`config.mk`:
```
export PLATFORM = sky130hd
export DESIGN_NAME = rbag_alpha
export DESIGN_NICKNAME = d
export VERILOG_FILES = /design/src/rbag_pkg.sv /design/src/rbag_alpha.sv
export SDC_FILE = /design/constraint.sdc
export NUM_CORES = 2
export LEC_CHECK = 0
export ABC_AREA = 1
export BUFFER_PORTS_ARGS = -buffer_cell sky130_fd_sc_hd__buf_2
export CORE_MARGIN = 4
export CORE_UTILIZATION = 40
export DETAILED_ROUTE_END_ITERATION = 10
export GPL_TIMING_DRIVEN = 0
export PLACE_DENSITY_LB_ADDON = 0.1
export SLEW_MARGIN = 15
export SYNTH_ARGS = -nofsm -noshare
export SYNTH_HDL_FRONTEND = slang
export SYNTH_SLANG_ARGS = --single-unit
```
`constraint.sdc`:
```
create_clock -name i_clk -period 7.8 [get_ports i_clk]
set_clock_uncertainty 0.05 [all_clocks]
set_input_delay 1.17 -clock i_clk [delete_from_list [all_inputs] [get_ports i_clk]]
set_output_delay 1.17 -clock i_clk [all_outputs]
set_load 0.005 [all_outputs]
```
`src/rbag_pkg.sv`:
```
`default_nettype none
package rbag_pkg;

    localparam int RBAG_MAX_EDGE   = 256;
    localparam int RBAG_SIZE_RESET = 256;
    localparam int RBAG_QW         = 32;
    localparam int RBAG_RW         = 16;
    localparam int RBAG_CW         = 31;

    typedef struct packed {
        logic [7:0] pixel_x;
        logic [7:0] pixel_y;
    } t_in;

    typedef struct packed {
        logic [7:0] alpha;
        logic       coord_invalid;
    } t_out;

    typedef struct packed {
        logic valid;
        logic zero;
        logic invalid;
    } t_side;

endpackage
`default_nettype wire

```
`src/rbag_alpha.sv`:
```
`default_nettype none
module rbag_alpha import rbag_pkg::*; (
    input  wire logic               i_clk,
    input  wire logic               i_rst_n,
    input  wire logic               i_en,
    input  wire t_side              i_side,
    input  wire logic [RBAG_CW-1:0] i_cos,
    output logic                    o_valid,
    output t_out                    o_data
);

    logic [61:0] cc;
    logic [62:0] fsum;
    logic [33:0] g;
    logic [22:0] h;
    logic [55:0] gh;
    logic [63:0] n;
    logic [24:0] qp;
    logic [15:0] rem;
    logic [8:0]  a;

    logic [16:0] r_f;
    logic [33:0] r_g;
    logic [22:0] r_h;
    logic [55:0] r_gh;
    logic [15:0] r_v4, r_v5;
    logic [8:0]  r_qe;
    t_side       r_s1, r_s2, r_s3, r_s4, r_s5;
    logic        r_valid;
    t_out        r_data;

    assign cc   = {31'd0, i_cos} * {31'd0, i_cos};
    assign fsum = {1'b0, cc} + (63'd1 << 43);
    assign g    = {17'd0, r_f} * {17'd0, r_f};
    assign h    = 23'd3604480 + 23'({6'd0, r_f} * 23'd45);
    assign gh   = {23'd0, r_g[32:0]} * {33'd0, r_h};
    assign n    = {r_gh, 8'd0} - {8'd0, r_gh};
    assign qp   = {9'd0, r_v4} * 25'd655;
    assign rem  = r_v5 - 16'({7'd0, r_qe} * 16'd100);
    assign a    = (rem >= 16'd100) ? r_qe + 9'd1 : r_qe;

    always_ff @(posedge i_clk) begin
        if (!i_rst_n) begin
            r_s1    <= '0;
            r_s2    <= '0;
            r_s3    <= '0;
            r_s4    <= '0;
            r_s5    <= '0;
            r_valid <= 1'b0;
        end else if (i_en) begin
            r_s1    <= i_side;
            r_s2    <= r_s1;
            r_s3    <= r_s2;
            r_s4    <= r_s3;
            r_s5    <= r_s4;
            r_valid <= r_s5.valid;
        end
    end

    always_ff @(posedge i_clk) begin
        if (i_en) begin
            r_f  <= fsum[60:44];
            r_g  <= g;
            r_h  <= h;
            r_gh <= gh;
            r_v4 <= n[63:48] + 16'd50;
            r_qe <= qp[24:16];
            r_v5 <= r_v4;
            r_data.coord_invalid <= r_s5.invalid;
            if (r_s5.zero) begin
                r_data.alpha <= 8'd0;
            end else if (a > 9'd255) begin
                r_data.alpha <= 8'd255;
            end else begin
                r_data.alpha <= a[7:0];
            end
        end
    end

    assign o_valid = r_valid;
    assign o_data  = r_data;

endmodule
`default_nettype wire

```
==> out/qor.csv <==
stage,metric,value,unit
status,outcome,"complete, no violations",
logic_synthesis,synth.avg_cell_area,8.143,um2
clocking,clock_sinks,191,
logic_synthesis,seq_area_frac_synth,7.144,%
routing,dr_total_vias,59710,
global_routing,grt_pass1_wl,384200,um
clocking,ctsHoldBuffers,0,
sta,timing_hold_violations_final,0,
final_layout,nets,12230,
place,routabilityCongestion,0.9273,
clocking,cts_buffers,17,
floorplanning,die_area,202200,um2
worst_setup_path,cp-start-kind,input port,
routing,drc,0,
place,hpwlAfterDp,214900,um
logic_synthesis,synth_seq_cells,191,
routing,initialDrtViolationCount,3951,
clocking,cts_root_buf,clkbuf_16,
final_layout,drive_above_1_share,4.769,%
logic_synthesis,synth.distinct_cells,59,
worst_setup_path,cp_max_fo,10,
logic_synthesis,netlist_instances,9585,
global_routing,grt_overflow,0,
floorplanning,start_util,40.40,%
routing,vias_per_cell,4.880,
routing,drt-met1-wl,111400,um
worst_setup_path,worst-endpoint-arrival,7920,ps
global_routing,grt_max_degree,97,
clocking,clock_path_buffers,2,
logic_synthesis,synth_edf_count,175,
floorplanning,rows,161,
final_layout,area_delta_synth_final,6.951,%
clocking,clk_pin_slew,90,ps
clocking,cts_tree,yes,
routing,wl,249200,um
routing,wl_per_cell,20.37,um
global_routing,antenna_found_initial,6,
final_layout,nFillCells,19660,
logic_synthesis,ys_warn_count,0,
final_layout,final_cell_mix,"inv_1, nand2_1, fa_1",
routing,first_pass_iters,5,
sta,final.min_clock_period,7678,ps
floorplanning,die_w,449.7,um
sta,finalSetupViolCount,0,
min_path,hold_class,reg -> reg,
global_routing,first_global_vias,63660,
worst_setup_path,worstSetupPathType,in -> reg,
worst_setup_path,slowest_delay,600,ps
worst_setup_path,cp.required,8050,ps
floorplanning,io_pins,47,
job,cap_violations,0,
worst_setup_path,cpMaxStageDelayCell,fa_2,
floorplanning,die_h,449.7,um
logic_synthesis,synth_area,78050,um2
routing,wl_met2,115300,um
clocking,clk-insertion-delay-late,560,ps
sta,slew_headroom,38.97,%
sta,worst_pin_slew,915.5,ps
sta,fmaxAchievable,130.2,MHz
worst_setup_path,end_kind,register,
floorplanning,core_area,193200,um2
worst_setup_path,rr_startpoint,r_h[10],
logic_synthesis,ys.flop_type,edfxtp_1,
sta,timing.final.crit_share,98.43,%
global_routing,grtUsageTotal,24.98,%
final_layout,final_common_cell,inv_1,
sta,hold_ws,384.2,ps
logic_synthesis,synthArstFlopShare,0,%
clocking,cts_max_level,4,
worst_setup_path,worstSetupStartpoint,i_cos[15],
min_path,hold_path_startpoint,r_s5[0],
place,port_buffers,46,
routing,dr_wl_met3,16010,um
sta,slew_viol_final,0,
routing,postRouteAntennaNets,0,
routing,top_layer_used,met5,
sta,rsz0062_at_grt,true,
[repair_timing]
action	in CTS	in global routing
setup endpoints to repair	32	28
resized for setup	262	286
pin swaps	1	12
setup buffers	15	23
[worst max-delay path, delay by kind of cell]
kind / cells / cell delay [ps]
AOI/OAI and AO/OA: 3 / 420
xor gates and xnor gates: 1 / 210
adders and majority gates: 9 / 4510
buffers and inverters: 9 / 1020
and+or+nand+nor: 6 / 570
[through the flow]
step | utilization, % | std cells | setup WS, ps | TNS (ps) | area (um2)
after floorplan | - | 9594 | 84.56 | 0 | 78080
after global placement | 42.17 | 12170 | -2458 | -40630 | 81470
after detailed placement | 42.21 | 12170 | -2351 | -39520 | 81540
after CTS | 42.85 | 12210 | -43.63 | -43.63 | 82790
after global routing | 43.21 | 12240 | -71.82 | -128.2 | 83470
final | 43.21 | 12240 | 122.1 | 0 | 83470
[cell families after synthesis]
kind of cell | share of synthesized area [%]
and+or+nand+nor | 15.08
DFF | 7.144
buffers and inverters | 15.64
AOI/OAI and AO/OA | 3.961
xor gates and xnor gates | 2.175
adders and majority gates | 56.00
other | 0.009622
[sequential cells by signal (all words and copies together) (netlist names)]
name and count:
r_gh 56, r_s3 3, r_v4 16, r_f 17, r_s2 3, r_s4 3
r_s5 3, r_s1 3, r_g 32, r_qe 9, r_h 22, r_v5 14
o_data 9, o_valid 1
[synthesized netlist by cell type (7+ instances only)]
master       n  share of area [%]
a21o_1      31               0.30
a21oi_2     11               0.12
nor3_2       7              0.090
buf_1       12              0.058
nand4_1     58               0.46
nand3_1    140               0.90
nor3_1      30               0.19
a21oi_1    258                1.7
o21bai_1    18               0.17
a21boi_0     8              0.077
nor4_1      17               0.14
nor2_2      20               0.16
clkbuf_1   240                1.2
ha_1       837                 13
xnor2_1     52               0.58
nand2_1   2210                 11
inv_2       16              0.077
o211ai_1     9              0.087
xor2_1     140                1.6
fa_1      1660                 43
a31oi_1     26               0.21
inv_1     2981                 14
nand3b_1     7              0.067
dfxtp_1     16               0.41
o21a_1      14               0.13
or2_2        8              0.064
o21ai_0    141               0.90
nand2_2     30               0.24
nor2_1     347                1.7
edfxtp_1   175                6.7
[layout make-up]
| class | count | area (um2) | share of cell area [%] |
|---|---|---|---|
| Multi-Input combinational cell | 6153 | 60520 | 72.50 |
| Sequential cell | 191 | 5575 | 6.679 |
| Inverter | 2997 | 11250 | 13.48 |
| Clock inverter | 15 | 186.4 | 0.2233 |
| Antenna cell | 2 | 5.005 | 0.005996 |
| Tap cell | 2526 | 3161 | 3.786 |
| Buffer | 249 | 1683 | 2.016 |
| Clock buffer | 17 | 425.4 | 0.5096 |
| Timing Repair Buffer | 86 | 669.4 | 0.8019 |
[per-layer routing]
| layer | global-route usage [%] | up-vias |
|---|---|---|
| met4 | 5.966 | 8 |
| li1 | - | 27840 |
| met3 | 3.739 | 242 |
| met1 | 34.99 | 30020 |
| met5 | 0 | - |
| met2 | 40.83 | 1593 |
[path summary, 6_finish.rpt]
path | endpoint | slack [ps] | cells past startpoint
worst max-delay path | r_f[16] | 120 | 28
worst min-delay path | o_data[0] | 380 | 0
worst max register to register | r_gh[48] | 210 | 21
worst min register to register | o_data[0] | 380 | 0
Power is not shown: default switching activity piles up to over one toggle a cycle in this logic, so the estimate is an artifact.
