<file path="src/rbag_pkg.sv">
`default_nettype none
package rbag_pkg;

    localparam int RBAG_MAX_EDGE   = 256;
    localparam int RBAG_SIZE_RESET = 256;
    localparam int RBAG_QW         = 32;
    localparam int RBAG_RW         = 16;
    localparam int RBAG_CW         = 31;

    typedef struct packed {
        logic [7:0] pixel_x;
        logic [7:0] pixel_y;
    } t_in;

    typedef struct packed {
        logic [7:0] alpha;
        logic       coord_invalid;
    } t_out;

    typedef struct packed {
        logic valid;
        logic zero;
        logic invalid;
    } t_side;

endpackage
`default_nettype wire

</file>
<file path="src/rbag_div.sv">
`default_nettype none
module rbag_div import rbag_pkg::*; #(
    parameter int  MAX_EDGE = RBAG_MAX_EDGE,
    localparam int EW       = $clog2(MAX_EDGE),
    localparam int DW       = 2 * EW
) (
    input  wire logic              i_clk,
    input  wire logic              i_rst_n,
    input  wire logic              i_en,
    input  wire t_side             i_side,
    input  wire logic [DW-1:0]     i_num,
    input  wire logic [DW-1:0]     i_dd,
    output t_side                  o_side,
    output logic [RBAG_QW-1:0]     o_q
);

    logic [DW-1:0]      s_rem  [RBAG_QW+1];
    logic [DW-1:0]      s_dd   [RBAG_QW+1];
    logic [RBAG_QW-1:0] s_q    [RBAG_QW+1];
    t_side              s_side [RBAG_QW+1];

    assign s_rem[0]  = i_num;
    assign s_dd[0]   = i_dd;
    assign s_q[0]    = '0;
    assign s_side[0] = i_side;

    for (genvar k = 0; k < RBAG_QW; k++) begin : g_bit
        logic [DW:0]        sh;
        logic               ge;
        logic [DW:0]        diff;
        logic [DW-1:0]      r_rem, r_dd;
        logic [RBAG_QW-1:0] r_q;
        t_side              r_side;

        assign sh   = {s_rem[k], 1'b0};
        assign ge   = sh >= {1'b0, s_dd[k]};
        assign diff = sh - {1'b0, s_dd[k]};

        always_ff @(posedge i_clk) begin
            if (!i_rst_n) begin
                r_side <= '0;
            end else if (i_en) begin
                r_side <= s_side[k];
            end
        end

        always_ff @(posedge i_clk) begin
            if (i_en) begin
                r_rem <= ge ? diff[DW-1:0] : sh[DW-1:0];
                r_dd  <= s_dd[k];
                r_q   <= {s_q[k][RBAG_QW-2:0], ge};
            end
        end

        assign s_rem[k+1]  = r_rem;
        assign s_dd[k+1]   = r_dd;
        assign s_q[k+1]    = r_q;
        assign s_side[k+1] = r_side;
    end

    assign o_side = s_side[RBAG_QW];
    assign o_q    = s_q[RBAG_QW];

endmodule
`default_nettype wire

</file>
<file path="config.mk">
export PLATFORM = sky130hd
export DESIGN_NAME = rbag_div
export DESIGN_NICKNAME = d
export VERILOG_FILES = /design/src/rbag_pkg.sv /design/src/rbag_div.sv
export SDC_FILE = /design/constraint.sdc
export NUM_CORES = 2
export LEC_CHECK = 0
export ABC_CLOCK_PERIOD_IN_PS = 4200
export BUFFER_PORTS_ARGS = -buffer_cell sky130_fd_sc_hd__buf_2
export CAP_MARGIN = 10
export CORE_MARGIN = 3
export CORE_UTILIZATION = 30
export DETAILED_ROUTE_END_ITERATION = 6
export HOLD_SLACK_MARGIN = 0.03
export PLACE_DENSITY_LB_ADDON = 0.15
export SETUP_SLACK_MARGIN = 0.3
export SKIP_CTS_REPAIR_TIMING = 1
export SLEW_MARGIN = 20
export SYNTH_ARGS = -nofsm -noshare
export SYNTH_HDL_FRONTEND = slang
export SYNTH_SLANG_ARGS = --single-unit
</file>
<file path="constraint.sdc">
create_clock -name i_clk -period 4.2 [get_ports i_clk]
set_input_delay 0.42 -clock i_clk [delete_from_list [all_inputs] [get_ports i_clk]]
set_output_delay 0.42 -clock i_clk [all_outputs]
set_load 0.01 [all_outputs]
</file>
==> impl_metrics.ini <==
[worst_setup_path]
r2r_slack_ps = 620
path_buf_inv = 1
crit_path_start_kind = flop
critPathTopFamily = simple AND/OR/NAND/NOR gates
cp_data_arrival_time_ps = 4150
cp_slowest_stage_delay_ps = 530
crit_fanout = 15
crit_slowest_cell = or2_1
crit_required_ps = 4770
criticalPathCategory = flop to flop
crit_cells = 9
crit_chain = ha_1 > a21o_1 > a211o_1 > a31oi_1 > nand4bb_1 > nor3_2 > or2_1 > inv_2 > mux2_2
reg2reg_depth = 9
reg2reg_from = g_bit[21].r_rem[13]$_DFFE_PP_
endpoint_kind = flop
r2r-end = g_bit[22].r_rem[2]$_DFFE_PP_

[sta]
slew_violations = 0
slew_headroom_pct = 31.47
hold_slack_ps = 119.5
tightest_slew_ps = 1028
finalSetupViolCount = 0
fin_crit_sh_pct = 85.32
max_freq_mhz = 279.1
setup_tns_ps = 0
skew_ps = 82.13
hold_violations = 0
rsz0062_at_grt = false
finalCriticalPeriod_ps = 3583

[min_path]
hold_depth = 2
whs_endpoint = g_bit[24].r_side[1]$_SDFFE_PN0P_
hold_path_class = input port to flop
hp-start = i_rst_n

[clock_network]
cts-root-buf = clkbuf_16
cts_tree = done
clk_latency_ps = 850
cts_sinks = 1616
numCtsBuffers = 193
clock_path_buffers = 4
clk_pin_slew_worst_paths_ps = 70
htreeDepth = 4

[detailed_routing]
vias = 47790
drt_iter0_markers = 2989
ant_nets = 0
post_drt_via_cell_ratio = 4.685
drt-total-wl_mm = 173.8
first_pass_iters = 5
post_drt_wl_per_cell_um = 17.04
drcViolationCount = 0

[die]
rows = 189
die-area_mm2 = 0.2731
io_pins = 73
core_mm2 = 0.2653
die_h_um = 522.6
die_x_um = 522.6
start_util_pct = 30.17

[layout]
layout_commonest_cell = edfxtp_1
utilization_pct = 34.52
final_net_count = 7097
mostFrequentLayoutCells = edfxtp_1 (1520), inv_1 (685), ha_1 (511)
stdcell_area_mm2 = 0.09158
nFillCells = 25750
area_delta_synth_final_pct = 14.40
drive_gt1_share_pct = 10.87

[yosys]
synth_xor_area_share_pct = 3.610
synth_area_mm2 = 0.08006
yosysWarnings = 0
synthAdderAreaFrac_pct = 8.762
synthArstFlopShare_pct = 0
synth_top_family_by_area = compound AO/OA/AOI/OAI gates
synth_nets = 6840
ys_ff_latch = 1616
synth_edf_count = 1520
synth-compound-area-share_pct = 10.35
synthSimpleGateAreaFrac_pct = 8.230
ys.flop_type = edfxtp_1
ys_types = 90
syn_avg_cell_area_um2 = 12.79
syn_inst = 6260
synthMuxAreaShare_pct = 5.884
yosysSeqAreaShare_pct = 59.41

[place]
dpl-instance-area_mm2 = 0.08503
gp_congestion = 0.8423
dp.final_hpwl_mm = 124.0
portBuffers = 72

[run_status]
outcome = finished, final reports clean

[power_and_ir_drop]
peakVddDrop_mv = 0.3418
power.density_mw_per_mm2 = 751.2
p_leak_nw = 35.74

[global_routing]
grt_overflow_total = 0
grt_max_degree = 143
grt_pass1_vias = 47570
grt_usage_pct = 12.44
grt_pass1_wl_mm = 271.8
antenna_found_initial = 4

[run]
maxCapViolations = 0
[state kept, by name (all words and copies together), names as in the netlist]
name          cells
g_bit.r_dd      496
g_bit.r_rem     496
g_bit.r_side     93
o_q              32
g_bit.r_q       496
o_side            3
[worst reg2reg max path, delay by kind of cell (launching register included)]
kind | cells | cell delay [ps]
buffers and inverters | 1 | 250
adder cells (fa/ha/maj) | 1 | 410
AND/OR/NAND/NOR | 3 | 1060
AO/OA/AOI/OAI | 3 | 880
flip-flops | 1 | 400
multiplexers | 1 | 320
[power breakdown]
part	internal, mW	switching [mW]	leakage, nW
combinational	12.6	14.6	17.1
clock	9.85	6.61	3.00
sequential	22.9	2.21	15.7
total	45.4	23.4	35.7
[logic make-up after synthesis]
group | count (synthesis)
flip-flops | 1616
multiplexers | 432
adder cells (fa/ha/maj) | 542
AND/OR/NAND/NOR | 1300
buffers and inverters | 781
XOR/XNOR | 330
AO/OA/AOI/OAI | 1259
[worst max-delay path by stage]
stage	from	end
2_1_floorplan	g_bit[9].r_rem[5]$_DFFE_PP_	g_bit[10].r_rem[10]$_DFFE_PP_
3_3_place_gp	g_bit[16].r_rem[1]$_DFFE_PP_	g_bit[17].r_rem[7]$_DFFE_PP_
4_1_cts	g_bit[21].r_rem[13]$_DFFE_PP_	g_bit[22].r_rem[2]$_DFFE_PP_
5_1_grt	g_bit[21].r_rem[13]$_DFFE_PP_	g_bit[22].r_rem[2]$_DFFE_PP_
6_report	g_bit[21].r_rem[13]$_DFFE_PP_	g_bit[22].r_rem[2]$_DFFE_PP_
3_5_place_dp	g_bit[21].r_rem[13]$_DFFE_PP_	g_bit[22].r_rem[5]$_DFFE_PP_
[per-stage QoR]
step / setup slack, ps / instances / power (mW)
5_1_grt: 328.5 / 10200 / 73.78
6_report: 616.7 / 10200 / 68.79
2_1_floorplan: 1148 / 6260 / 45.58
3_3_place_gp: 746.1 / 9821 / 52.42
4_1_cts: 615.6 / 10160 / 69.77
3_5_place_dp: 667.1 / 9821 / 52.55
[routing by layer]
| layer | GRT usage [%] | vias to the layer above | wire length (um) |
|---|---|---|---|
| met2 | 20.35 | 754 | 80830 |
| met4 | 3.926 | 0 | 5030 |
| li1 | - | 23660 | - |
| met1 | 16.90 | 23110 | 81610 |
| met3 | 1.881 | 272 | 6340 |
| met5 | 0 | - | 0 |
[layout make-up]
type                       count  area [um2]  area share (%)
antenna                        5       12.51         0.01366
clock buffer                 232        5029           5.491
clock inverter               109        1161           1.268
inverter                     687        2579           2.816
multi-input combinational   3863       29520           32.24
sequential                  1616       47570           51.94
tap                         3533        4420           4.827
timing repair buffer         156        1291           1.410
[cells in the mapped netlist, drive strengths merged (33+ instances only)]
library cell / number / area share (%)
ha: 511 / 8.0
xnor2: 219 / 2.4
clkbuf: 59 / 0.28
a211o: 33 / 0.36
nand4: 77 / 0.60
nand3: 71 / 0.44
xor2: 111 / 1.2
nor2b: 195 / 1.5
a211oi: 42 / 0.39
nand2b: 51 / 0.40
a21boi: 34 / 0.32
dfxtp: 96 / 2.4
a21oi: 305 / 1.9
a21o: 129 / 1.2
o21ai: 286 / 1.8
a31oi: 59 / 0.49
buf: 35 / 0.25
nor3: 110 / 0.70
o21bai: 36 / 0.34
nand2: 291 / 1.4
and3: 48 / 0.38
mux2: 291 / 4.1
nor2: 300 / 1.4
mux2i: 141 / 1.8
o21a: 77 / 0.72
inv: 687 / 3.2
edfxtp: 1520 / 57
o31ai: 44 / 0.43
Note: power is estimated with default switching activity, not from simulation.
