`src/rbag_pkg.sv`:
```
`default_nettype none
package rbag_pkg;

    localparam int RBAG_MAX_EDGE   = 256;
    localparam int RBAG_SIZE_RESET = 256;
    localparam int RBAG_QW         = 32;
    localparam int RBAG_RW         = 16;
    localparam int RBAG_CW         = 31;

    typedef struct packed {
        logic [7:0] pixel_x;
        logic [7:0] pixel_y;
    } t_in;

    typedef struct packed {
        logic [7:0] alpha;
        logic       coord_invalid;
    } t_out;

    typedef struct packed {
        logic valid;
        logic zero;
        logic invalid;
    } t_side;

endpackage
`default_nettype wire

```
`src/rbag_sqrt.sv`:
```
`default_nettype none
module rbag_sqrt import rbag_pkg::*; (
    input  wire logic              i_clk,
    input  wire logic              i_rst_n,
    input  wire logic              i_en,
    input  wire t_side             i_side,
    input  wire logic [RBAG_QW-1:0] i_q,
    output t_side                  o_side,
    output logic [RBAG_RW-1:0]     o_root
);

    logic [RBAG_RW+1:0] s_rem  [RBAG_RW+1];
    logic [RBAG_RW-1:0] s_root [RBAG_RW+1];
    logic [RBAG_QW-1:0] s_q    [RBAG_RW+1];
    t_side              s_side [RBAG_RW+1];

    assign s_rem[0]  = '0;
    assign s_root[0] = '0;
    assign s_q[0]    = i_q;
    assign s_side[0] = i_side;

    for (genvar k = 0; k < RBAG_RW; k++) begin : g_digit
        logic [RBAG_RW+1:0] rin, trial;
        logic               ge;
        logic [RBAG_RW+1:0] r_rem;
        logic [RBAG_RW-1:0] r_root;
        logic [RBAG_QW-1:0] r_q;
        t_side              r_side;

        assign rin   = {s_rem[k][RBAG_RW-1:0], s_q[k][RBAG_QW-1:RBAG_QW-2]};
        assign trial = {s_root[k], 2'b01};
        assign ge    = rin >= trial;

        always_ff @(posedge i_clk) begin
            if (!i_rst_n) begin
                r_side <= '0;
            end else if (i_en) begin
                r_side <= s_side[k];
            end
        end

        always_ff @(posedge i_clk) begin
            if (i_en) begin
                r_rem  <= ge ? rin - trial : rin;
                r_root <= {s_root[k][RBAG_RW-2:0], ge};
                r_q    <= {s_q[k][RBAG_QW-3:0], 2'b00};
            end
        end

        assign s_rem[k+1]  = r_rem;
        assign s_root[k+1] = r_root;
        assign s_q[k+1]    = r_q;
        assign s_side[k+1] = r_side;
    end

    assign o_side = s_side[RBAG_RW];
    assign o_root = s_root[RBAG_RW];

endmodule
`default_nettype wire

```
`config.mk`:
```
export PLATFORM = sky130hd
export DESIGN_NAME = rbag_sqrt
export DESIGN_NICKNAME = d
export VERILOG_FILES = /design/src/rbag_pkg.sv /design/src/rbag_sqrt.sv
export SDC_FILE = /design/constraint.sdc
export NUM_CORES = 1
export LEC_CHECK = 0
export CELL_PAD_IN_SITES_DETAIL_PLACEMENT = 1
export CELL_PAD_IN_SITES_GLOBAL_PLACEMENT = 2
export CORE_MARGIN = 2
export CORE_UTILIZATION = 45
export DETAILED_ROUTE_END_ITERATION = 6
export DONT_BUFFER_PORTS = 1
export GPL_TIMING_DRIVEN = 0
export HOLD_SLACK_MARGIN = 0.05
export PLACE_DENSITY = 0.8
export SETUP_SLACK_MARGIN = 0.05
export SLEW_MARGIN = 20
export SYNTH_ARGS = -nofsm -noshare
export SYNTH_HDL_FRONTEND = slang
export SYNTH_SLANG_ARGS = --single-unit
```
`constraint.sdc`:
```
create_clock -name i_clk -period 3.6 [get_ports i_clk]
set_input_delay 0.54 -clock i_clk [delete_from_list [all_inputs] [get_ports i_clk]]
set_output_delay 0.54 -clock i_clk [all_outputs]
set_load 0.02 [all_outputs]
```
==> impl_summary.md <==
Floorplanning
For this design the top-level I/O count stands at 57. The initialized floorplan defines 93 standard-cell rows. The area inside the core boundary is 0.0643 sq mm.

The die covers 0.0671 sq mm. The starting density of the core is 45.5%. The die is 259 microns tall. The chip width is 259 microns.

Worst setup path
The critical path data arrival time is 3.72 ns. Traced cell by cell, the critical path runs through ha_1 -> nor2b_1 -> o21ai_0 -> a21boi_0 -> o31ai_2 -> a31oi_1 -> nor2b_1 -> buf_2 -> clkbuf_4 -> mux2_2. The kind of launch point of the worst setup path is a register. The highest fanout seen on the critical path is 10. The largest single stage delay on the critical path is 0.41 ns. The cell family contributing the most delay on the critical path is compound AO/OA/AOI/OAI gates. For the worst flop-to-flop path, the logic depth is 10. STA classifies the critical path endpoint as a register. The most numerous cell type found on the critical path is nor2b_1.

In this run the critical register-to-register path is captured at g_digit[11].r_rem[11]$_DFFE_PP_. The setup path with the least slack is of type register to register. The startpoint identified for the worst register-to-register timing path is g_digit[10].r_rem[0]$_DFFE_PP_. In this run the register-to-register setup slack is 0.22 ns.

The combined buffer and inverter count along the critical path is 2. Data on the critical path is required at its endpoint by 3.94 ns. The standard cell with the maximum stage delay on the critical path is o31ai_2.

Routing
After detailed routing, the total wire length is 56200 microns. For this run, design rule violations remaining after detail routing come to 0. Once detail routing completed, the nets flagged for antenna violations numbered 0. After the first detailed-routing iteration, the DRC count stood at 883. The pre-antenna-repair detailed-routing pass consisted of 5 iterations. The routed length per instance is 17.7 microns. In the routed layout, each cell is associated on average with a via count of 5.25.

The routed via count is 16700.

Pwr
The largest vdd supply drop is 591 uV. The power per cell area is 597 mW/mm^2. The static power due to leakage is 12.6 nW.

Status
The run finished, with violations left. The checks that failed: max-slew violations.

Yosys
The number of nets in the synthesized netlist is 2360. The number of different library cells used by synthesis comes to 76. The number of synthesized flops with an enable pin is 600. The fraction of the yosys area taken by sequential cells is 64.9%. The proportion of synthesized flip-flops having asynchronous set or reset is 0%. The number of standard cells after synthesis is 2170. The cell area after technology mapping is 0.0293 sq mm. The count of warnings emitted by yosys is 0.

After synthesis the netlist holds a flip-flop and latch count of 648. The commonest register cell after synthesis is edfxtp_1. In this run the mean area of a mapped cell was 13.5 sq um.

Clock tree
The TritonCTS clock tree is built. Counting along the longest clock path gives a buffer depth of 3. The cell at the root of the clock tree is clkbuf_16. CTS built an H-tree with a depth of 3. Clock tree synthesis found a total of 648 sinks. The clock-pin slew on the worst setup and hold paths is 0.06 ns. Counting the buffers created by CTS gives 73. The worst-skew pair later-pin latency is 0.61 ns.

STA
Setup violations remaining at the end of the flow were counted as 0. For the final database, setup skew stands at 0.0375 ns. The setup total negative slack is 0 ns.

For the pin with the worst max-slew slack, the measured transition is 2.09 ns. Setup repair after global routing left no endpoint under its margin. The final hold violation count is 0. The minimum period implied by the final worst setup slack is 3.38 ns. Dividing the final minimum period by the clock period gives 93.8%. The number of pins exceeding their max-slew limit in the final report is 419.

Static timing analysis puts the maximum clock frequency at 296 MHz. In this run the tightest slew margin relative to its limit is -39.5%. The worst path meets setup with 0.223 ns of slack.

Placement
Routability-driven placement finished with a final weighted congestion of 0.855. The placed wire-length estimate is 38500 microns. The number of buffers added on ports is 0. The pre-CTS setup slack is 0.0161 ns.

Global routing
The number of antenna violations at the first check in global routing is 1. The largest net degree at the start of global routing is 602. The via count of the first global-routing pass is 17700. Global routing finished with a remaining overflow of 0. The wire length of the first global-routing pass is 91300 microns. Global routing used 16.9% of the available tracks across all layers.

Min path
The kind of path behind the tightest hold check is input port to register. The path with the worst hold slack has its endpoint at g_digit[0].r_side[0]$_SDFFE_PN0P_. In this run the most critical hold path is launched from i_side[0].

Counting instances, the worst hold path has a depth of 2.

Run
Across the run, the number of max-cap violations was 0.

Layout
The antenna diode instance count is 0. Compared with the post-synthesis result, the final layout area differs by 12.6%. The share of layout cells above drive strength 1 is 7.77%. The total number of nets in the final design is 2470.
power by group:
| group | switching [mW] | internal [mW] | total [mW] | leakage, nW |
|---|---|---|---|---|
| combinational | 1.57 | 1.39 | 2.96 | 5.39 |
| sequential | 0.459 | 9.24 | 9.70 | 6.14 |
| clock | 2.93 | 4.10 | 7.03 | 1.10 |
metrics by stage:
step / utilization (%) / std cells / cell area, sq um / hold slack, ns / total power [mW]
final: 51.2 / 3185 / 33000 / 0.112 / 19.7
after global routing: 51.2 / 3185 / 33000 / 0.0857 / 20.6
after CTS: 51.1 / 3181 / 32900 / 0.0600 / 19.9
after detailed placement: 47.1 / 3025 / 30300 / 0.406 / 12.7
after global placement: 47.1 / 3025 / 30300 / 0.400 / 12.6
after floorplan: - / 2170 / 29300 / 0.400 / 11.9
synthesized netlist by cell type, types with 18 or more instances:
library cell  count  area share (%)
nor3_1           50            0.86
dfxtp_1          48             3.3
nor2_1          134             1.7
or3_1            18            0.38
nand2_1          97             1.2
clkbuf_1         19            0.24
nand2b_1         24            0.51
mux2_2           48             1.8
ha_1            152             6.5
a21oi_1         118             2.0
o31ai_1          18            0.46
inv_1           176             2.3
edfxtp_1        600              62
mux2i_1          57             2.0
nor2b_1          70             1.5
nand3_1          31            0.53
xnor2_1          96             2.9
nor4_1           18            0.38
o21ai_0          72             1.2
xor2_1           60             1.8
o21a_1           38            0.98
a21o_1           36            0.92
nand4_1          20            0.43
state kept, by name (all words and copies together) (netlist names):
name            count
g_digit.r_q       240
g_digit.r_rem     224
g_digit.r_root    120
g_digit.r_side     45
o_root             16
o_side              3
final cells by class:
class | count | area, sq um
clock inverters | 36 | 319
inverters | 178 | 668
flip-flops and latches | 648 | 19000
fillers | 6404 | 31400
repair buffers | 35 | 355
plain buffers | 37 | 185
well taps | 855 | 1070
clock buffers | 89 | 1930
multi-input cells | 1307 | 9450
cell usage in the layout (no fill, tap or decap), types with 20 or more instances in the layout:
cell and instances:
a21o_1 36, a21oi_1 118, clkbuf_1 31, clkbuf_16 75, dfxtp_1 48, dlygate4sd3_1 32
edfxtp_1 600, ha_1 152, inv_1 176, mux2_2 48, mux2i_1 57, nand2_1 97
nand2b_1 24, nand3_1 31, nand4_1 20, nor2_1 134, nor2b_1 70, nor3_1 50
o21a_1 38, o21ai_0 72, xnor2_1 96, xor2_1 60
worst max-delay path by stage:
stage                                         startpoint                         endpoint  cells past startpoint
after CTS                 g_digit[10].r_rem[0]$_DFFE_PP_  g_digit[11].r_rem[11]$_DFFE_PP_                     10
after global routing      g_digit[10].r_rem[0]$_DFFE_PP_  g_digit[11].r_rem[11]$_DFFE_PP_                     10
after floorplan           g_digit[13].r_rem[5]$_DFFE_PP_  g_digit[14].r_rem[10]$_DFFE_PP_                      9
after detailed placement  g_digit[13].r_rem[6]$_DFFE_PP_  g_digit[14].r_rem[13]$_DFFE_PP_                      9
final                     g_digit[10].r_rem[0]$_DFFE_PP_  g_digit[11].r_rem[11]$_DFFE_PP_                     10
after global placement    g_digit[13].r_rem[5]$_DFFE_PP_  g_digit[14].r_rem[13]$_DFFE_PP_                      9
logic make-up after synthesis:
group,synth area share (%)
flip-flops,64.9
buffers and inverters,2.90
AO/OA/AOI/OAI,7.91
AND/OR/NAND/NOR,9.28
XOR/XNOR,4.67
other,0.0128
adder cells (fa/ha/maj),6.50
multiplexers,3.85
repair_timing:
action	4_1_cts	5_1_grt
setup buffers	0	3
endpoints found under the hold margin	31	1
endpoints found under the setup margin	7	23
pin swaps	0	1
resized for setup	1	7
hold buffers	31	1
worst reg2reg max path: cells and delay by family, from the launching register on:
kind                       cells  cell delay [ns]
buffers and inverters          2             0.54
adders and majority gates      1             0.38
and+or+nand+nor                2             0.32
AOI/OAI and AO/OA              4             1.13
DFF                            1             0.40
muxes                          1             0.36
per-layer routing:
metal  GRT usage, %  part of all wire (%)
met2           27.9                    48
met1           22.7                    47
met3           2.91                   3.7
met5              0                 0.023
met4           5.49                   2.1
No activity file was read; power rests on OpenSTA's default activity.
