## src/rbag_pkg.sv

```systemverilog
`default_nettype none
package rbag_pkg;

    localparam int RBAG_MAX_EDGE   = 256;
    localparam int RBAG_SIZE_RESET = 256;
    localparam int RBAG_QW         = 32;
    localparam int RBAG_RW         = 16;
    localparam int RBAG_CW         = 31;

    typedef struct packed {
        logic [7:0] pixel_x;
        logic [7:0] pixel_y;
    } t_in;

    typedef struct packed {
        logic [7:0] alpha;
        logic       coord_invalid;
    } t_out;

    typedef struct packed {
        logic valid;
        logic zero;
        logic invalid;
    } t_side;

endpackage
`default_nettype wire

```

## src/rbag_prep.sv

```systemverilog
`default_nettype none
module rbag_prep import rbag_pkg::*; #(
    parameter int  MAX_EDGE = RBAG_MAX_EDGE,
    localparam int EW       = $clog2(MAX_EDGE),
    localparam int DW       = 2 * EW
) (
    input  wire logic          i_clk,
    input  wire logic          i_rst_n,
    input  wire logic          i_en,
    input  wire logic          i_valid,
    input  wire t_in           i_data,
    input  wire logic [8:0]    i_blob_size,
    output t_side              o_side,
    output logic [DW-1:0]      o_num,
    output logic [DW-1:0]      o_dd
);

    logic [31:0] s32;
    logic [31:0] d32;
    logic        inv;

    always_comb begin
        if ({23'd0, i_blob_size} > 32'(MAX_EDGE)) begin
            s32 = 32'(MAX_EDGE);
        end else begin
            s32 = {23'd0, i_blob_size};
        end
        d32 = s32 - 32'd1;
        inv = (s32 < 32'd2) || ({24'd0, i_data.pixel_x} >= s32) ||
              ({24'd0, i_data.pixel_y} >= s32);
    end

    t_side         r_side1, r_side2, r_side3, r_side4;
    logic [7:0]    r_x, r_y;
    logic [EW-1:0] r_d1, r_d2;
    logic [EW-1:0] r_ex, r_ey;
    logic [DW:0]   r_num3;
    logic [DW-1:0] r_dd3, r_num4, r_dd4;

    logic [31:0]   x2, y2, dd32, ex32, ey32;
    logic [DW-1:0] sx, sy, sd;

    always_comb begin
        x2   = {23'd0, r_x, 1'b0};
        y2   = {23'd0, r_y, 1'b0};
        dd32 = {{(32-EW){1'b0}}, r_d1};
        ex32 = (x2 >= dd32) ? x2 - dd32 : dd32 - x2;
        ey32 = (y2 >= dd32) ? y2 - dd32 : dd32 - y2;
        sx   = {{EW{1'b0}}, r_ex} * {{EW{1'b0}}, r_ex};
        sy   = {{EW{1'b0}}, r_ey} * {{EW{1'b0}}, r_ey};
        sd   = {{EW{1'b0}}, r_d2} * {{EW{1'b0}}, r_d2};
    end

    always_ff @(posedge i_clk) begin
        if (!i_rst_n) begin
            r_side1 <= '0;
            r_side2 <= '0;
            r_side3 <= '0;
            r_side4 <= '0;
        end else if (i_en) begin
            r_side1 <= '{valid: i_valid, zero: inv, invalid: inv};
            r_side2 <= r_side1;
            r_side3 <= r_side2;
            r_side4 <= '{valid: r_side3.valid,
                         zero: r_side3.zero | (r_num3 >= {1'b0, r_dd3}),
                         invalid: r_side3.invalid};
        end
    end

    always_ff @(posedge i_clk) begin
        if (i_en) begin
            r_x    <= i_data.pixel_x;
            r_y    <= i_data.pixel_y;
            r_d1   <= d32[EW-1:0];
            r_ex   <= ex32[EW-1:0];
            r_ey   <= ey32[EW-1:0];
            r_d2   <= r_d1;
            r_num3 <= {1'b0, sx} + {1'b0, sy};
            r_dd3  <= sd;
            r_num4 <= r_num3[DW-1:0];
            r_dd4  <= r_dd3;
        end
    end

    assign o_side = r_side4;
    assign o_num  = r_num4;
    assign o_dd   = r_dd4;

endmodule
`default_nettype wire

```

## config.mk

```make
export PLATFORM = sky130hd
export DESIGN_NAME = rbag_prep
export DESIGN_NICKNAME = d
export VERILOG_FILES = /design/src/rbag_pkg.sv /design/src/rbag_prep.sv
export SDC_FILE = /design/constraint.sdc
export NUM_CORES = 1
export LEC_CHECK = 0
export ABC_CLOCK_PERIOD_IN_PS = 5300
export BUFFER_PORTS_ARGS = -buffer_cell sky130_fd_sc_hd__clkbuf_2
export CORE_AREA = 2 2 140 142
export DETAILED_ROUTE_END_ITERATION = 8
export DIE_AREA = 0 0 142 144
export PLACE_DENSITY = 0.84
export RECOVER_POWER = 25
export SLEW_MARGIN = 20
export SYNTH_ARGS = -nofsm -noshare
export SYNTH_HDL_FRONTEND = slang
export SYNTH_SLANG_ARGS = --single-unit
```

## constraint.sdc

```tcl
create_clock -name i_clk -period 5.3 [get_ports i_clk]
set_input_delay 0.53 -clock i_clk [delete_from_list [all_inputs] [get_ports i_clk]]
set_output_delay 0.53 -clock i_clk [all_outputs]
set_load 0.02 [all_outputs]
```

==> results of run 1 <==
[through the flow]
stage | TNS, ps | setup WS, ps
5_1_grt | -1520 | -308
3_5_place_dp | -663 | -214
3_3_place_gp | -94.5 | -52.9
6_report | -635 | -132
2_1_floorplan | -8.70 | -8.70
4_1_cts | -68.4 | -36.8
[final cells by class]
class                      count  area [µm²]
multi-input combinational    664        6780
fill                        1332        6570
sequential                   114        3330
timing repair buffer         124         788
inverter                     192         721
clock buffer                  18         429
tap                          238         298
clock inverter                14         164
[registers in the layout (all words and copies together) (netlist names)]
name / count
o_dd: 14
o_num: 15
o_side: 3
r_d1: 8
r_d2: 8
r_dd3: 14
r_ex: 7
r_ey: 7
r_num3: 16
r_side1: 2
r_side2: 2
r_side3: 2
r_x: 8
r_y: 8
[synth_stat cells (all sizes together) (5+ instances only)]
| cell | number | share of area, % |
|---|---|---|
| inv | 192 | 6.8 |
| ha | 141 | 17 |
| edfxtp | 105 | 30 |
| fa | 105 | 20 |
| nand2 | 54 | 1.9 |
| and2 | 51 | 3.0 |
| a21oi | 36 | 1.8 |
| xnor2 | 32 | 2.6 |
| nor2 | 24 | 0.84 |
| o21ai | 22 | 1.2 |
| nor2b | 21 | 1.2 |
| mux2i | 20 | 1.9 |
| clkbuf | 16 | 0.59 |
| a21o | 15 | 1.1 |
| xor2 | 15 | 1.2 |
| nand2b | 14 | 0.82 |
| nand3 | 12 | 0.56 |
| nand4 | 12 | 0.70 |
| nor3 | 12 | 0.56 |
| dfxtp | 9 | 1.7 |
| a31oi | 8 | 0.47 |
| and3 | 8 | 0.47 |
| a211oi | 7 | 0.49 |
| o21bai | 6 | 0.42 |
| a2111oi | 5 | 0.47 |
| a221oi | 5 | 0.47 |
[layer usage]
metal | share of wire [%] | vias up
met1 | 40 | 3629
met3 | 3.2 | 61
met4 | 3.5 | 0
met5 | 0 | -
li1 | - | 3563
met2 | 54 | 196
[worst max-delay path, stage by stage (launching register included)]
cell and delay (ps):
edfxtp_1 410, buf_6 140, and2_4 150, fa_1 490, inv_2 40, fa_1 530, inv_1 50, fa_1 530
fa_2 460, fa_1 580, inv_2 40, fa_2 530, inv_2 50, ha_4 170, a2111oi_4 370, o21ai_2 120
nor3b_2 170, o41ai_2 210, o31ai_1 110
[final timing paths]
path | from | endpoint | slack, ps | depth (start not counted)
max reg2reg | r_ex[2] | r_num3[16] | -130 | 18
min reg2reg | r_num3[1] | o_num[1] | 430 | 0
min | i_data[0] | r_y[0] | 320 | 1
max | r_ex[2] | r_num3[16] | -130 | 18
[kinds of logic after synthesis]
| kind of cell | synth area share (%) |
|---|---|
| adders and majority gates | 36.2 |
| and+or+nand+nor | 11.3 |
| buffers and inverters | 7.55 |
| AOI/OAI and AO/OA | 7.79 |
| DFF | 31.2 |
| xor gates and xnor gates | 3.86 |
| muxes | 1.98 |
| other | 0.0351 |
[timing repair]
action / 4_1_cts / 5_1_grt
hold endpoints to repair: 0 / 0
setup endpoints to repair: 6 / 7
buffers inserted: 16 / 7
pin swaps: 41 / 31
resized for setup: 38 / 20
==> results.py, run 1 <==
metrics = {
    "clock_tree": {
        "worstSkewPairLatency_ps": 420,
        "cts_hold_buffers": 0,
        "cts.sinks": 114,
        "numCtsBuffers": 17,
        "path_clk_slew_ps": 60,
        "cts_root_buf": "clkbuf_16",
        "cts_tree": "built",
        "htree_levels": 4,
        "cts.path.max_buffers": 2,
    },
    "setup_path": {
        "cp.arrival_ps": 5590,
        "required_ps": 5460,
        "endpoint_kind": "flop",
        "cp-start-kind": "flop",
        "critPathKind": "reg2reg",
        "crit_path_max_fanout": 3,
    },
    "placement": {
        "dpl.cell_count": 1309,
        "port_buffers": 61,
        "placed_area_um2": 11500,
        "dp_hpwl_um": 17100,
        "place_congestion": 0.900,
    },
    "floorplan": {
        "die_area_um2": 20400,
        "die_x_um": 142,
        "core_um2": 19100,
        "io_pins": 64,
        "rows": 51,
        "initial_core_util_pct": 55.9,
        "die-height_um": 144,
    },
    "global_routing": {
        "gr-usage-met1_pct": 26.3,
        "antenna_found_initial": 0,
        "met2_usage_pct": 43.5,
        "grt_pass1_vias": 8168,
        "grtUsageMet3_pct": 4.37,
        "busiest_layer": "met2",
        "grt_first_pass_wirelength_um": 37300,
        "grt_usage_pct": 23.5,
        "grt_max_degree": 69,
        "grt-ovfl-total": 0,
    },
    "timing": {
        "maxSlewViolCount": 69,
        "max_freq_ghz": 0.184,
        "rsz0062_at_grt": "true",
        "fin_crit_ps": 5430,
        "tightest_slew_ps": 3550,
        "finalHoldViolations": 0,
        "fin_hold_ws_ps": 319,
        "timing.final.ws_setup_ps": -132,
        "min_period_over_period_pct": 102,
        "skew_ps": 10.5,
        "finalSetupViolCount": 6,
        "slew_headroom_pct": -136,
    },
    "yosys": {
        "async_flop_share_pct": 0,
        "yosys_warnings": 0,
        "ys_ff_latch": 114,
        "synth-seq-area-share_pct": 31.2,
        "synth_edf_count": 105,
        "synthCells": 988,
        "netlist_area_um2": 10700,
        "ys_types": 55,
        "ys_dominant_reg_cell": "edfxtp_1",
        "avgSynthCellArea_um2": 10.8,
    },
    "status": {
        "status": "finished, violations left",
        "failed_checks": "max-capacitance violations, max-slew violations, negative setup slack",
    },
    "hold_path": {
        "hp-class": "in2reg",
    },
    "detailed_routing": {
        "vias": 7449,
        "ant_nets": 0,
        "wl_um": 22900,
        "dr.first_iter.drc_count": 303,
        "drc": 0,
        "via_per_inst": 5.46,
        "dr.pass1.iters": 5,
        "wl_per_cell_um": 16.8,
    },
    "cells_and_area": {
        "final_common_cell": "inv_1",
        "antenna_cells": 0,
        "areaGrowthSynthToFinish_pct": 17.3,
        "layout.nets": 1388,
        "final_area_um2": 12500,
        "instances_no_fill": 1364,
        "final_cell_mix": "184 x inv_1, 133 x ha_1, 105 x edfxtp_1",
        "fin_util_pct": 65.6,
        "layout-drive-gt1-share_pct": 16.8,
    },
    "run": {
        "cap_violations": 1,
    },
}
Power of run 1 is not shown: default switching activity piles up to over one toggle a cycle in this logic, so the estimate is an artifact.
==> run 2: changes to the inputs <==
Settings changed: SETUP_SLACK_MARGIN set to 0.2.
==> run 2 against run 1 <==
  * Register-to-register slack better by 70 ps
  * Critical path type unchanged
  * Largest cell class unchanged
  * Worst setup slack improved by 66 ps
  * The run still ends with max-capacitance violations, max-slew violations, negative setup slack left
  * First-iteration DRC count is 18% higher
  * Sequential share of layout area about the same
  * Non-clock buffer count fell by 16
==> results.py, run 2 (synthesis results as in run 1) <==
metrics = {
    "clock_tree": {
        "path_clk_slew_ps": 50,
        "worstSkewPairLatency_ps": 420,
        "numCtsBuffers": 17,
        "cts_root_buf": "clkbuf_16",
        "htree_levels": 4,
        "cts.path.max_buffers": 2,
        "cts_tree": "built",
        "cts.sinks": 114,
        "cts_hold_buffers": 0,
    },
    "timing": {
        "slew_headroom_pct": -78.7,
        "fin_crit_ps": 5370,
        "timing.final.ws_setup_ps": -65.6,
        "finalHoldViolations": 0,
        "min_period_over_period_pct": 101,
        "skew_ps": 10.1,
        "rsz0062_at_grt": "true",
        "finalSetupViolCount": 4,
        "maxSlewViolCount": 51,
        "tightest_slew_ps": 2680,
        "max_freq_ghz": 0.186,
    },
    "detailed_routing": {
        "vias": 7369,
        "drc": 0,
        "wl_um": 22400,
        "via_per_inst": 5.46,
        "dr.pass1.iters": 5,
        "ant_nets": 0,
        "wl_per_cell_um": 16.6,
        "dr.first_iter.drc_count": 358,
    },
    "setup_path": {
        "worstReg2RegStart": "r_ex[3]",
        "critPathKind": "reg2reg",
        "cp-start-kind": "flop",
        "max_stage_delay_ps": 560,
        "r2r-end": "r_num3[16]",
        "crit_path_max_fanout": 5,
        "r2r_slack_ps": -70,
        "cp-startpoint": "r_ex[3]",
        "required_ps": 5460,
        "crit_path_top_delay_cell": "fa_1",
        "endpoint_kind": "flop",
        "r2r_cells": 18,
        "cp_common_cell": "fa_1",
        "path_cells": "buf_6, buf_4, nand2_2, fa_2, fa_1, inv_2, fa_1, fa_2, fa_1, inv_2, fa_1, inv_2, ha_4, a2111oi_4, o21ai_2, nor3b_2, o41ai_2, o31ai_1",
        "cp.arrival_ps": 5530,
    },
    "global_routing": {
        "grt_max_degree": 51,
        "grt_pass1_vias": 7589,
        "grt-ovfl-total": 0,
        "grt_first_pass_wirelength_um": 35900,
        "grt_usage_pct": 22.7,
        "antenna_found_initial": 1,
    },
    "cells_and_area": {
        "top_register": "r_num3",
        "largest_reg_flops": 16,
        "layout.nets": 1372,
        "final_cell_mix": "181 x inv_1, 128 x ha_1, 105 x edfxtp_1",
        "layout-drive-gt1-share_pct": 17.2,
        "multi_input_area_um2": 6890,
        "final_common_cell": "inv_1",
        "fillCellCount": 1377,
        "area.sequential_um2": 3330,
        "instances_no_fill": 1349,
        "fin_util_pct": 65.5,
        "areaGrowthSynthToFinish_pct": 17.2,
    },
    "hold_path": {
        "min_from": "i_data[2]",
        "hp-class": "in2reg",
        "hold_path_end": "r_y[2]",
        "holdPathStages": 1,
    },
    "status": {
        "status": "finished, violations left",
        "failed_checks": "max-capacitance violations, max-slew violations, negative setup slack",
    },
    "floorplan": {
        "die_area_um2": 20400,
        "core_um2": 19100,
        "io_pins": 64,
        "die_x_um": 142,
        "rows": 51,
        "die-height_um": 144,
        "initial_core_util_pct": 55.9,
    },
    "placement": {
        "dp_hpwl_um": 16600,
        "port_buffers": 61,
        "place_congestion": 0.864,
        "dpl.cell_count": 1291,
    },
    "run": {
        "cap_violations": 1,
    },
}
## run 2: layout make-up
class	instances	share of cell area, %
timing repair buffer	108	5.39
antenna	1	0.0200
multi-input combinational	664	55.1
inverter	192	5.76
clock buffer	19	3.62
sequential	114	26.7
tap	238	2.38
clock inverter	13	1.09
## run 2: metal layers
| layer | part of all wire (%) | track usage, % |
|---|---|---|
| met1 | 40 | 26.2 |
| met2 | 54 | 40.9 |
| met3 | 4.1 | 4.93 |
| met4 | 2.6 | 9.68 |
| met5 | 0 | 0 |
## run 2: how the worst max path moves through the flow
stage | end | slack (ps) | cells after the start
after floorplan | r_num3[15] | 130 | 16
after global placement | r_num3[16] | 20 | 17
after detailed placement | r_num3[16] | -70 | 15
after CTS | r_num3[15] | -7 | 19
after global routing | r_num3[14] | -200 | 18
final | r_num3[16] | -70 | 18
## run 2: timing repair
| action | 4_1_cts | 5_1_grt |
|---|---|---|
| buffers inserted | 17 | 7 |
| endpoints found under the setup margin | 6 | 9 |
| cloned | 1 | 0 |
| gates resized for setup | 17 | 42 |
| pin swaps | 15 | 27 |
## run 2: through the flow
| step | hold WS, ps | setup WS, ps | cell area, µm² | TNS (ps) |
|---|---|---|---|---|
| after floorplan | 400 | 129 | 10800 | 0 |
| after global placement | 408 | 24.0 | 11500 | 0 |
| after detailed placement | 435 | -71.6 | 11500 | -140 |
| after CTS | 287 | -6.51 | 12300 | -9.44 |
| after global routing | 322 | -203 | 12500 | -953 |
| final | 319 | -65.6 | 12500 | -162 |
## run 2: worst max-delay path, delay by kind of cell (launching register included)
kind                       cells  cell delay [ps]
DFF                            1              440
adders and majority gates      7             3270
AOI/OAI and AO/OA              4              730
buffers and inverters          5              460
and+or+nand+nor                2              230
Power of run 2 is left out for the same reason.
==> run 3: changes to the inputs <==
Settings changed: ABC_CLOCK_PERIOD_IN_PS 5300 to 4300.
Clock period 5.3 ns to 4.3 ns, I/O delays scaled along.
==> run 3 against run 2 <==
  * The run still ends with max-capacitance violations, max-slew violations, negative setup slack left
  * Worst setup slack got worse by 1100 ps
  * Fmax is 1.0% lower
  * Sequential share of layout area is 1.8 points lower
  * Global-route usage increased by 1.4 points
==> results.py, run 3 (synthesis results as in run 1) <==
metrics = {
    "status": {
        "status": "finished, violations left",
        "failed_checks": "max-capacitance violations, max-slew violations, negative setup slack",
    },
    "timing": {
        "finalHoldViolations": 0,
        "maxSlewViolCount": 42,
        "slew_headroom_pct": -50.6,
        "rsz0062_at_grt": "true",
        "skew_ps": 7.22,
        "fin_crit_ps": 5420,
        "finalSetupViolCount": 12,
        "min_period_over_period_pct": 126,
        "tightest_slew_ps": 2260,
        "timing.final.ws_setup_ps": -1120,
        "max_freq_ghz": 0.184,
    },
    "placement": {
        "dpl.cell_count": 1348,
        "place_congestion": 0.881,
        "port_buffers": 61,
        "dp_hpwl_um": 17600,
    },
    "floorplan": {
        "die_x_um": 142,
        "initial_core_util_pct": 55.9,
        "rows": 51,
        "die-height_um": 144,
        "die_area_um2": 20400,
        "io_pins": 64,
        "core_um2": 19100,
    },
    "global_routing": {
        "grt_max_degree": 52,
        "grt_usage_pct": 24.1,
        "antenna_found_initial": 0,
        "grt_pass1_vias": 8141,
        "grt_first_pass_wirelength_um": 38200,
        "grt-ovfl-total": 0,
    },
    "clock_tree": {
        "numCtsBuffers": 17,
        "cts_tree": "built",
        "cts_root_buf": "clkbuf_16",
        "path_clk_slew_ps": 50,
        "cts_hold_buffers": 0,
        "cts.sinks": 114,
        "htree_levels": 4,
        "cts.path.max_buffers": 2,
        "worstSkewPairLatency_ps": 420,
    },
    "cells_and_area": {
        "final_cell_mix": "172 x inv_1, 122 x ha_1, 105 x edfxtp_1",
        "final_common_cell": "inv_1",
        "instances_no_fill": 1419,
        "layout-drive-gt1-share_pct": 25.7,
        "top_register": "r_num3",
        "antenna_cells": 0,
        "fin_util_pct": 70.3,
        "largest_reg_flops": 16,
        "layout.nets": 1443,
        "areaGrowthSynthToFinish_pct": 25.8,
    },
    "detailed_routing": {
        "vias": 7814,
        "dr.pass1.iters": 5,
        "wl_um": 24600,
        "dr.first_iter.drc_count": 389,
        "drc": 0,
        "ant_nets": 0,
        "via_per_inst": 5.51,
        "wl_per_cell_um": 17.4,
    },
    "setup_path": {
        "crit_path_max_fanout": 3,
        "critPathKind": "reg2reg",
        "endpoint_kind": "flop",
        "cp-start-kind": "flop",
        "cp.arrival_ps": 5580,
        "required_ps": 4460,
    },
    "run": {
        "cap_violations": 1,
    },
    "hold_path": {
        "hp-class": "in2reg",
    },
}
run 3: cell count changes in the layout (fill, tap and decap cells not counted), sizes merged:
| cell | before | now |
|---|---|---|
| bufinv | 2 | 0 |
| inv | 192 | 195 |
| diode | 1 | 0 |
| clkinv | 5 | 1 |
| buf | 47 | 118 |
| clkbuf | 80 | 89 |
| clkinvlp | 6 | 0 |
run 3: cell type report:
class                      instances  area [µm²]
fill                            1220        5660
timing repair buffer             179        1270
inverter                         192         721
clock buffer                      28         613
tap                              238         298
clock inverter                     4        23.8
multi-input combinational        664        7160
sequential                       114        3330
run 3: final timing paths:
kind	slack, ps	to	cells past startpoint	start
setup / recovery	-1120	r_num3[14]	18	r_ex[1]
setup reg to reg	-1120	r_num3[14]	18	r_ex[1]
hold reg to reg	450	o_num[1]	0	r_num3[1]
hold / removal	230	r_x[2]	1	i_data[10]
run 3: repair_timing:
item | CTS | global route
buffers inserted | 21 | 18
hold endpoints to repair | 0 | 0
setup endpoints to repair | 19 | 19
pin swaps | 59 | 42
resized for setup | 77 | 43
run 3: per-stage QoR:
| step | setup WS, ps | instance area (µm²) | hold WS (ps) | TNS (ps) |
|---|---|---|---|---|
| 6_report | -1120 | 13400 | 226 | -9490 |
| 3_3_place_gp | -928 | 12000 | 404 | -7730 |
| 5_1_grt | -1260 | 13400 | 233 | -11250 |
| 2_1_floorplan | -871 | 10900 | 400 | -6900 |
| 4_1_cts | -1060 | 13100 | 188 | -8550 |
| 3_5_place_dp | -1080 | 12000 | 433 | -9710 |
run 3: critical path: stages, from the launching register on:
cell and delay [ps]:
edfxtp_1 420, and2_4 190, fa_1 540, inv_2 50, fa_2 570, inv_2 40, fa_1 530, fa_1 450
fa_1 550, inv_2 40, fa_2 530, inv_2 40, ha_4 170, a2111oi_4 320, o21ai_2 150, buf_4 170
a21oi_4 190, buf_6 130, o211ai_1 80
run 3: per-layer routing:
| layer | share of wire, % | track usage [%] |
|---|---|---|
| met5 | 0 | 0 |
| met4 | 4.3 | 11.2 |
| met3 | 3.6 | 4.47 |
| met2 | 54 | 45.3 |
| met1 | 38 | 26.3 |
Power of run 3 is left out for the same reason.
